`src/rtl/fpmk_pkg.sv`:
```
// Shared types, codes and helpers for the front panel mode key block.
// No dependencies; used by every module under rtl/.
package fpmk_pkg;

  localparam int unsigned CountWidth = 8;
  localparam int unsigned IndexWidth = 2;

  typedef logic [CountWidth-1:0] count_t;

  // Configuration register indexes
  typedef enum logic [IndexWidth-1:0] {
    REG_STARTUP_WINDOW = 2'd0,
    REG_RESET_THRESHOLD = 2'd1,
    REG_STEP_LOCKOUT = 2'd2
  } reg_index_t;

  localparam count_t StartupWindowReset = 8'd12;
  localparam count_t ResetThresholdReset = 8'd10;
  localparam count_t StepLockoutReset = 8'd3;
  localparam count_t SinceStepReset = 8'd255;

  typedef enum logic [2:0] {
    EV_NONE = 3'd0,
    EV_AUTO = 3'd1,
    EV_MANUAL = 3'd2,
    EV_FLASHING = 3'd3,
    EV_ALLRED = 3'd4,
    EV_STEP = 3'd5
  } event_t;

  typedef struct packed {
    logic mode_auto;
    logic mode_manual;
    logic mode_flashing;
    logic mode_allred;
    logic mode_step;
  } modes_t;

  typedef struct packed {
    modes_t modes;
    count_t uptime_seconds;
    count_t hold_poll_count;
    count_t since_step_seconds;
  } state_t;

  typedef struct packed {
    count_t startup_window_seconds;
    count_t reset_press_threshold;
    count_t step_lockout_seconds;
  } cfg_t;

  typedef struct packed {
    logic second_tick;
    logic step_key_level;
    logic flashing_key_level;
    logic auto_key_level;
    logic manual_key_level;
    logic allred_key_level;
  } poll_t;

  typedef struct packed {
    event_t event_code;
    logic lamp_auto;
    logic lamp_manual;
    logic lamp_flashing;
    logic lamp_allred;
    logic lamp_step;
    logic lamps_update;
    logic factory_reset;
  } result_t;

  function automatic count_t sat_inc(input count_t v);
    sat_inc = (v == '1) ? v : count_t'(v + 1'b1);
  endfunction

endpackage

```
`src/rtl/fpmk_cfg.sv`:
```
// Configuration registers of the front panel mode key block.
// Depends on fpmk_pkg.
module fpmk_cfg (
  input  logic                               clk,
  input  logic                               rst,
  input  logic                               wr_en,
  input  logic [fpmk_pkg::IndexWidth-1:0]    index,
  input  fpmk_pkg::count_t                   wr_data,
  output fpmk_pkg::cfg_t                     cfg
);

  always_ff @(posedge clk) begin
    if (rst) begin
      cfg.startup_window_seconds <= fpmk_pkg::StartupWindowReset;
      cfg.reset_press_threshold <= fpmk_pkg::ResetThresholdReset;
      cfg.step_lockout_seconds <= fpmk_pkg::StepLockoutReset;
    end else if (wr_en) begin
      // unknown indexes are dropped
      case (index)
        fpmk_pkg::REG_STARTUP_WINDOW:  cfg.startup_window_seconds <= wr_data;
        fpmk_pkg::REG_RESET_THRESHOLD: cfg.reset_press_threshold <= wr_data;
        fpmk_pkg::REG_STEP_LOCKOUT:    cfg.step_lockout_seconds <= wr_data;
        default: ;
      endcase
    end
  end

endmodule

```
`src/rtl/fpmk_decide.sv`:
```
// Per-poll decision logic: next state and result from the current state.
// Depends on fpmk_pkg.
module fpmk_decide (
  input  fpmk_pkg::cfg_t    cfg,
  input  fpmk_pkg::state_t  state,
  input  fpmk_pkg::poll_t   poll,
  output fpmk_pkg::state_t  state_next,
  output fpmk_pkg::result_t result
);

  logic step_key, flash_key, auto_key, manual_key, allred_key;
  fpmk_pkg::count_t uptime, since_step, hold;
  logic in_window, freset, step_ok;
  fpmk_pkg::modes_t modes;
  fpmk_pkg::event_t ev;

  assign step_key = ~poll.step_key_level;
  assign flash_key = ~poll.flashing_key_level;
  assign auto_key = ~poll.auto_key_level;
  assign manual_key = ~poll.manual_key_level;
  assign allred_key = ~poll.allred_key_level;

  // Advance the seconds counters before the keys are judged
  assign uptime = poll.second_tick ? fpmk_pkg::sat_inc(state.uptime_seconds)
                                   : state.uptime_seconds;
  assign in_window = uptime < cfg.startup_window_seconds;

  assign step_ok = step_key && !state.modes.mode_flashing && !state.modes.mode_allred;

  always_comb begin
    since_step = poll.second_tick ? fpmk_pkg::sat_inc(state.since_step_seconds)
                                  : state.since_step_seconds;
    hold = state.hold_poll_count;
    modes = state.modes;
    ev = fpmk_pkg::EV_NONE;
    freset = 1'b0;
    if (in_window) begin
      if (flash_key) begin
        hold = fpmk_pkg::sat_inc(state.hold_poll_count);
      end
      freset = hold >= cfg.reset_press_threshold;
    end else if (state.modes.mode_auto) begin
      if (manual_key) begin
        modes.mode_auto = 1'b0;
        modes.mode_manual = 1'b1;
        ev = fpmk_pkg::EV_MANUAL;
      end
    end else if (state.modes.mode_manual) begin
      priority if (auto_key) begin
        modes = '{1'b1, 1'b0, 1'b0, 1'b0, 1'b0};
        ev = fpmk_pkg::EV_AUTO;
      end else if (flash_key) begin
        modes = '{1'b0, 1'b1, 1'b1, 1'b0, 1'b0};
        ev = fpmk_pkg::EV_FLASHING;
      end else if (allred_key) begin
        modes = '{1'b0, 1'b1, 1'b0, 1'b1, 1'b0};
        ev = fpmk_pkg::EV_ALLRED;
      end else if (step_ok && since_step > cfg.step_lockout_seconds) begin
        since_step = '0;
        modes = '{1'b0, 1'b1, 1'b0, 1'b0, 1'b1};
        ev = fpmk_pkg::EV_STEP;
      end
    end
  end

  assign state_next.modes = modes;
  assign state_next.uptime_seconds = uptime;
  assign state_next.hold_poll_count = hold;
  assign state_next.since_step_seconds = since_step;

  assign result.event_code = ev;
  assign result.lamp_auto = modes.mode_auto & ~freset;
  assign result.lamp_manual = modes.mode_manual;
  assign result.lamp_flashing = modes.mode_flashing;
  assign result.lamp_allred = modes.mode_allred;
  assign result.lamp_step = modes.mode_step;
  assign result.lamps_update = (ev != fpmk_pkg::EV_NONE);
  assign result.factory_reset = freset;

endmodule

```
`src/rtl/front_panel_mode_keys.sv`:
```
// Top level of the front panel mode key block: stream ports, poll and
// result registers, mode state. Depends on fpmk_pkg, fpmk_cfg, fpmk_decide.

// One poll transaction in, one result transaction out. A poll is taken into
// the input register, judged against the mode state while it is held there
// and its result lands in the output register. A new poll is accepted every
// cycle unless the output stalls: the only loop is the mode and counter
// state, updated once per judged poll. The input register keeps accepting
// while a result waits for the downstream side; it stalls only when both
// registers are full and the result is not taken. Write the configuration
// registers only while no poll is in flight.
module front_panel_mode_keys (
  input  logic                            clk,
  input  logic                            rst,
  // Poll stream
  input  logic                            s_tvalid,
  output logic                            s_tready,
  // [0] second_tick, [1] step_key_level, [2] flashing_key_level,
  // [3] auto_key_level, [4] manual_key_level, [5] allred_key_level, [7:6] zero
  input  logic [7:0]                      s_tdata,
  // Result stream
  output logic                            m_tvalid,
  input  logic                            m_tready,
  // [2:0] event_code, [3] lamp_auto, [4] lamp_manual, [5] lamp_flashing,
  // [6] lamp_allred, [7] lamp_step, [8] lamps_update, [9] factory_reset,
  // [15:10] zero
  output logic [15:0]                     m_tdata,
  // Configuration writes
  input  logic                            cfg_wr_en,
  input  logic [fpmk_pkg::IndexWidth-1:0] cfg_index,
  input  fpmk_pkg::count_t                cfg_wr_data
);

  fpmk_pkg::cfg_t    cfg;
  fpmk_pkg::state_t  state, state_next;
  fpmk_pkg::poll_t   poll;
  fpmk_pkg::result_t result_next, result;

  logic in_valid;
  logic out_valid;
  logic advance;

  // Move the held poll on when the output register is free or being emptied
  assign advance = in_valid && (!out_valid || m_tready);
  assign s_tready = !in_valid || advance;

  fpmk_cfg u_cfg (
    .clk     (clk),
    .rst     (rst),
    .wr_en   (cfg_wr_en),
    .index   (cfg_index),
    .wr_data (cfg_wr_data),
    .cfg     (cfg)
  );

  fpmk_decide u_decide (
    .cfg        (cfg),
    .state      (state),
    .poll       (poll),
    .state_next (state_next),
    .result     (result_next)
  );

  // Input register: hold the poll until it is judged
  always_ff @(posedge clk) begin
    if (rst) begin
      in_valid <= 1'b0;
    end else if (s_tready) begin
      in_valid <= s_tvalid;
    end
  end

  always_ff @(posedge clk) begin
    if (s_tready && s_tvalid) begin
      poll <= '{s_tdata[0], s_tdata[1], s_tdata[2], s_tdata[3], s_tdata[4], s_tdata[5]};
    end
  end

  // Mode state: advance once per judged poll
  always_ff @(posedge clk) begin
    if (rst) begin
      state.modes <= '{1'b1, 1'b0, 1'b0, 1'b0, 1'b0};
      state.uptime_seconds <= '0;
      state.hold_poll_count <= '0;
      state.since_step_seconds <= fpmk_pkg::SinceStepReset;
    end else if (advance) begin
      state <= state_next;
    end
  end

  // Output register
  always_ff @(posedge clk) begin
    if (rst) begin
      out_valid <= 1'b0;
    end else if (advance) begin
      out_valid <= 1'b1;
    end else if (m_tready) begin
      out_valid <= 1'b0;
    end
  end

  always_ff @(posedge clk) begin
    if (advance) begin
      result <= result_next;
    end
  end

  assign m_tvalid = out_valid;
  assign m_tdata = {6'b0, result.factory_reset, result.lamps_update, result.lamp_step,
                    result.lamp_allred, result.lamp_flashing, result.lamp_manual,
                    result.lamp_auto, result.event_code};

endmodule
```
`config.mk`:
```
export PLATFORM = sky130hd
export DESIGN_NAME = front_panel_mode_keys
export DESIGN_NICKNAME = d
export VERILOG_FILES = /design/src/rtl/fpmk_pkg.sv /design/src/rtl/fpmk_cfg.sv /design/src/rtl/fpmk_decide.sv /design/src/rtl/front_panel_mode_keys.sv
export SDC_FILE = /design/constraint.sdc
export NUM_CORES = 1
export LEC_CHECK = 0
export ABC_CLOCK_PERIOD_IN_PS = 2900
export BUFFER_PORTS_ARGS = -buffer_cell sky130_fd_sc_hd__buf_2
export CAP_MARGIN = 40
export CORE_MARGIN = 2
export CORE_UTILIZATION = 55
export CTS_BUF_LIST = sky130_fd_sc_hd__clkbuf_2 sky130_fd_sc_hd__clkbuf_4 sky130_fd_sc_hd__clkbuf_8
export DETAILED_ROUTE_END_ITERATION = 12
export PLACE_DENSITY = 0.88
export SYNTH_ARGS = -nofsm -noshare
export SYNTH_HDL_FRONTEND = slang
export SYNTH_SLANG_ARGS = --single-unit
```
`constraint.sdc`:
```
create_clock -name clk -period 2.9 [get_ports clk]
set_input_delay 0.145 -clock clk [delete_from_list [all_inputs] [get_ports clk]]
set_output_delay 0.145 -clock clk [all_outputs]
set_load 0.05 [all_outputs]
```
==> impl_metrics.prom <==
# TYPE chip_impl_metric gauge
chip_impl_info{name="critical_path_sink_type",value="flop"} 1
chip_impl_metric{name="final_nets",unit=""} 562
chip_impl_metric{name="cp_data_required_time",unit="ns"} 3.01
chip_impl_metric{name="drt-initial-drc-count",unit=""} 384
chip_impl_info{name="holdCritPathClass",value="in2reg"} 1
chip_impl_info{name="violations",value="design-rule violations, negative setup slack"} 1
chip_impl_metric{name="power.static_leakage",unit="nW"} 2.04
chip_impl_metric{name="synthToLayoutAreaGrowth",unit="%"} 23.9
chip_impl_metric{name="port_buffers",unit=""} 32
chip_impl_metric{name="clock_tree.htree_level_count",unit=""} 3
chip_impl_info{name="status",value="finished with violations"} 1
chip_impl_metric{name="grt_first_pass_wirelength",unit="mm"} 15.7
chip_impl_metric{name="max_cap_violations",unit=""} 0
chip_impl_metric{name="min_delay_path_depth",unit=""} 2
chip_impl_metric{name="dr_total_vias",unit=""} 3666
chip_impl_metric{name="timing.final.setup_violations",unit=""} 2
chip_impl_metric{name="crit_arrival",unit="ns"} 3.03
chip_impl_metric{name="postSynthCellCount",unit=""} 451
chip_impl_info{name="rsz0062_at_grt",value="true"} 1
chip_impl_metric{name="worst_clock_skew",unit="ns"} 0.0120
chip_impl_info{name="buffer_cell_driving_the_clock_tree_root",value="sky130_fd_sc_hd__clkbuf_8"} 1
chip_impl_metric{name="place.gp.congestion",unit=""} 0.931
chip_impl_metric{name="post_synth.cell_area_avg",unit="µm²"} 8.56
chip_impl_metric{name="share_of_synthesized_area_occupied_by_flip_flops_and_latches",unit="%"} 40.9
chip_impl_info{name="tritoncts",value="built"} 1
chip_impl_metric{name="wl",unit="mm"} 10.4
chip_impl_metric{name="layout_cells_sized_above_1",unit="%"} 23.2
chip_impl_info{name="yosys.cell_count.top_type",value="sky130_fd_sc_hd__nor2_1"} 1
chip_impl_metric{name="die_height",unit="µm"} 87.8
chip_impl_metric{name="antenna_found_initial",unit=""} 0
chip_impl_metric{name="boundaryPins",unit=""} 41
chip_impl_metric{name="final_critical_path_setup_slack",unit="ns"} -0.0295
chip_impl_metric{name="clk_latency",unit="ns"} 0.36
chip_impl_metric{name="synth-edff-count",unit=""} 16
chip_impl_metric{name="detail_routed_via_count_per_cell",unit=""} 5.97
chip_impl_metric{name="synth.ff_latch_count",unit=""} 71
chip_impl_metric{name="initial_core_util",unit="%"} 56.9
chip_impl_metric{name="die_w",unit="µm"} 87.8
chip_impl_metric{name="synth_warnings",unit=""} 0
chip_impl_info{name="whs_endpoint",value="u_cfg.cfg[19]"} 1
chip_impl_metric{name="slew_violations",unit=""} 0
chip_impl_info{name="holdCritStartpoint",value="cfg_wr_data[3]"} 1
chip_impl_metric{name="power_density",unit="nW/µm²"} 502
chip_impl_metric{name="timing.final.hold_violations",unit=""} 0
chip_impl_metric{name="worst_slew_pin_slew",unit="ns"} 0.563
chip_impl_metric{name="worst_ir_drop_vdd",unit="µV"} 415
chip_impl_metric{name="ant_nets",unit=""} 0
chip_impl_metric{name="area_of_the_mapped_netlist",unit="µm²"} 3860
chip_impl_info{name="yosys-top-cells-count",value="sky130_fd_sc_hd__nor2_1, sky130_fd_sc_hd__dfxtp_1, sky130_fd_sc_hd__a21oi_1"} 1
chip_impl_metric{name="slew_headroom",unit="%"} 62.3
chip_impl_info{name="ys_dominant_reg_cell",value="sky130_fd_sc_hd__dfxtp_1"} 1
chip_impl_metric{name="grt_remaining_overflow",unit=""} 0
chip_impl_metric{name="grt_pass1_vias",unit=""} 3407
chip_impl_metric{name="grt_start_max_net_pins",unit=""} 48
chip_impl_metric{name="cts-buffers-inserted",unit=""} 9
chip_impl_info{name="synth_top_area_cell",value="sky130_fd_sc_hd__dfxtp_1"} 1
chip_impl_info{name="worstReg2RegStart",value="poll[5]"} 1
chip_impl_metric{name="dpl_hpwl",unit="mm"} 6.73
chip_impl_metric{name="depth_of_the_worst_register_to_register_path",unit=""} 12
chip_impl_info{name="setup.worst_path.start_class",value="flop"} 1
chip_impl_metric{name="p_total",unit="W"} 0.00240
chip_impl_metric{name="synth_largest_type_area_fraction",unit="%"} 28.5
chip_impl_metric{name="final.min_clock_period",unit="ns"} 2.93
chip_impl_info{name="worstReg2RegEnd",value="m_tdata[5]"} 1
chip_impl_metric{name="cts_num_sinks",unit=""} 71
chip_impl_metric{name="cts.clk_slew.worst_paths",unit="ns"} 0.08
chip_impl_metric{name="min_period_over_period",unit="%"} 101
chip_impl_metric{name="flop_to_flop_setup_slack",unit="ns"} -0.03
chip_impl_info{name="synth.area.top_cells",value="sky130_fd_sc_hd__dfxtp_1, sky130_fd_sc_hd__edfxtp_1, sky130_fd_sc_hd__ha_1"} 1
chip_impl_metric{name="num_antenna_cells",unit=""} 0
chip_impl_metric{name="yosys.cell_types.count",unit=""} 51
chip_impl_metric{name="placementRows",unit=""} 30
chip_impl_metric{name="design.die.area",unit="µm²"} 7710
chip_impl_metric{name="asr_flop_ratio_synth",unit="%"} 0
chip_impl_metric{name="max-clock-path-buffers",unit=""} 2
chip_impl_info{name="critical_path_class",value="reg2reg"} 1
chip_impl_metric{name="fmaxAchievable",unit="MHz"} 341
chip_impl_metric{name="critical_path_peak_fanout",unit=""} 5
chip_impl_metric{name="detailedRoute.firstPassIterationCount",unit=""} 9
chip_impl_metric{name="route.detailed.wl_per_inst",unit="µm"} 16.9
chip_impl_metric{name="placement_stage_worst_setup_slack",unit="ns"} -0.120
chip_impl_metric{name="number_of_design_rule_violations_left_after_detail_routing",unit=""} 2
chip_impl_metric{name="core",unit="µm²"} 6790
chip_impl_metric{name="track_usage",unit="%"} 26.5
worst max-delay path by stage:
stage,startpoint,endpoint,slack [ns],cells past startpoint
2_1_floorplan,state[17],state[28],0.002,13
4_1_cts,state[17],m_tdata[5],0.003,13
5_1_grt,state[1],state[7],-0.11,13
6_report,poll[5],m_tdata[5],-0.03,12
3_5_place_dp,state[17],m_tdata[3],-0.12,13
3_3_place_gp,state[17],m_tdata[5],0.05,13
through the flow:
stage	hold WS [ns]	std cells	instance area, µm²	utilization, %	TNS, ns
3_3_place_gp	0.323	586	4270	62.8	0
6_report	0.0366	614	4790	70.4	-0.0352
2_1_floorplan	0.244	456	3910	-	0
4_1_cts	0.0341	610	4630	68.2	0
5_1_grt	0.0558	614	4790	70.4	-1.01
3_5_place_dp	0.324	587	4290	63.1	-0.419
area by class of cell:
class | instances | area, µm²
fill | 429 | 2010
inverter | 31 | 116
clock inverter | 7 | 120
multi-input combinational | 329 | 2230
sequential | 71 | 1590
clock buffer | 9 | 124
tap | 96 | 120
timing repair buffer | 71 | 492
per-layer routing:
metal | up-vias | share of wire, % | track usage (%)
met5 | - | 0 | 0
met4 | 0 | 3.6 | 14.1
met3 | 47 | 7.6 | 4.62
met2 | 215 | 50 | 45.2
met1 | 1706 | 39 | 31.9
li1 | 1698 | - | -
critical path: stages (launching register included):
cell and delay (ns):
sky130_fd_sc_hd__edfxtp_1 0.45, sky130_fd_sc_hd__nand4_1 0.22, sky130_fd_sc_hd__nor3_4 0.19, sky130_fd_sc_hd__nand3_1 0.11
sky130_fd_sc_hd__o21a_1 0.18, sky130_fd_sc_hd__ha_4 0.28, sky130_fd_sc_hd__and4_4 0.21, sky130_fd_sc_hd__o2111a_2 0.23
sky130_fd_sc_hd__nor2_2 0.05, sky130_fd_sc_hd__a221o_1 0.40, sky130_fd_sc_hd__buf_6 0.17, sky130_fd_sc_hd__a21oi_2 0.09
sky130_fd_sc_hd__o22ai_1 0.10
kinds of logic after synthesis:
family / count (synthesis) / share of synthesized area, %
adder cells (fa/ha/maj): 26 / 8.42
other: 1 / 0.0971
XOR/XNOR: 20 / 4.54
flip-flops: 71 / 40.9
AND/OR/NAND/NOR: 163 / 20.2
AO/OA/AOI/OAI: 98 / 15.4
buffers and inverters: 56 / 6.15
multiplexers: 16 / 4.24
registers in the layout (all words and copies together) (netlist names):
name,cells
in_valid,1
state,29
m_tvalid,1
u_cfg.cfg,24
m_tdata,10
poll,6
cells in the final DEF (no fill, tap or decap), drive strengths merged, types with 3 or more instances in the layout:
cell type / n
nand4: 11
a211o: 3
nand2: 35
xor2: 5
nor3: 10
mux2i: 13
and4: 3
dlygate4sd3: 6
xnor2: 15
nor2: 56
o21ai: 23
or3: 7
bufinv: 3
nor2b: 4
inv: 31
mux2: 3
edfxtp: 16
conb: 6
nand2b: 8
nand3: 18
buf: 65
and2: 3
clkbuf: 9
a211oi: 4
nor4: 3
a21oi: 45
ha: 26
o21a: 4
dfxtp: 55
clkinv: 3
where the power goes:
group / switching (W) / leakage, nW / internal (W)
registers: 0.0000314 / 0.602 / 0.00105
logic: 0.000214 / 1.31 / 0.000138
clock network: 0.000401 / 0.120 / 0.000574
repair_timing:
action | 4_1_cts | 5_1_grt
setup endpoints to repair | 21 | 28
hold buffers | 6 | 0
pin swaps | 6 | 11
hold endpoints to repair | 6 | 0
buffers inserted | 1 | 4
gates resized for setup | 9 | 31
(Power assumes the default switching activity.)
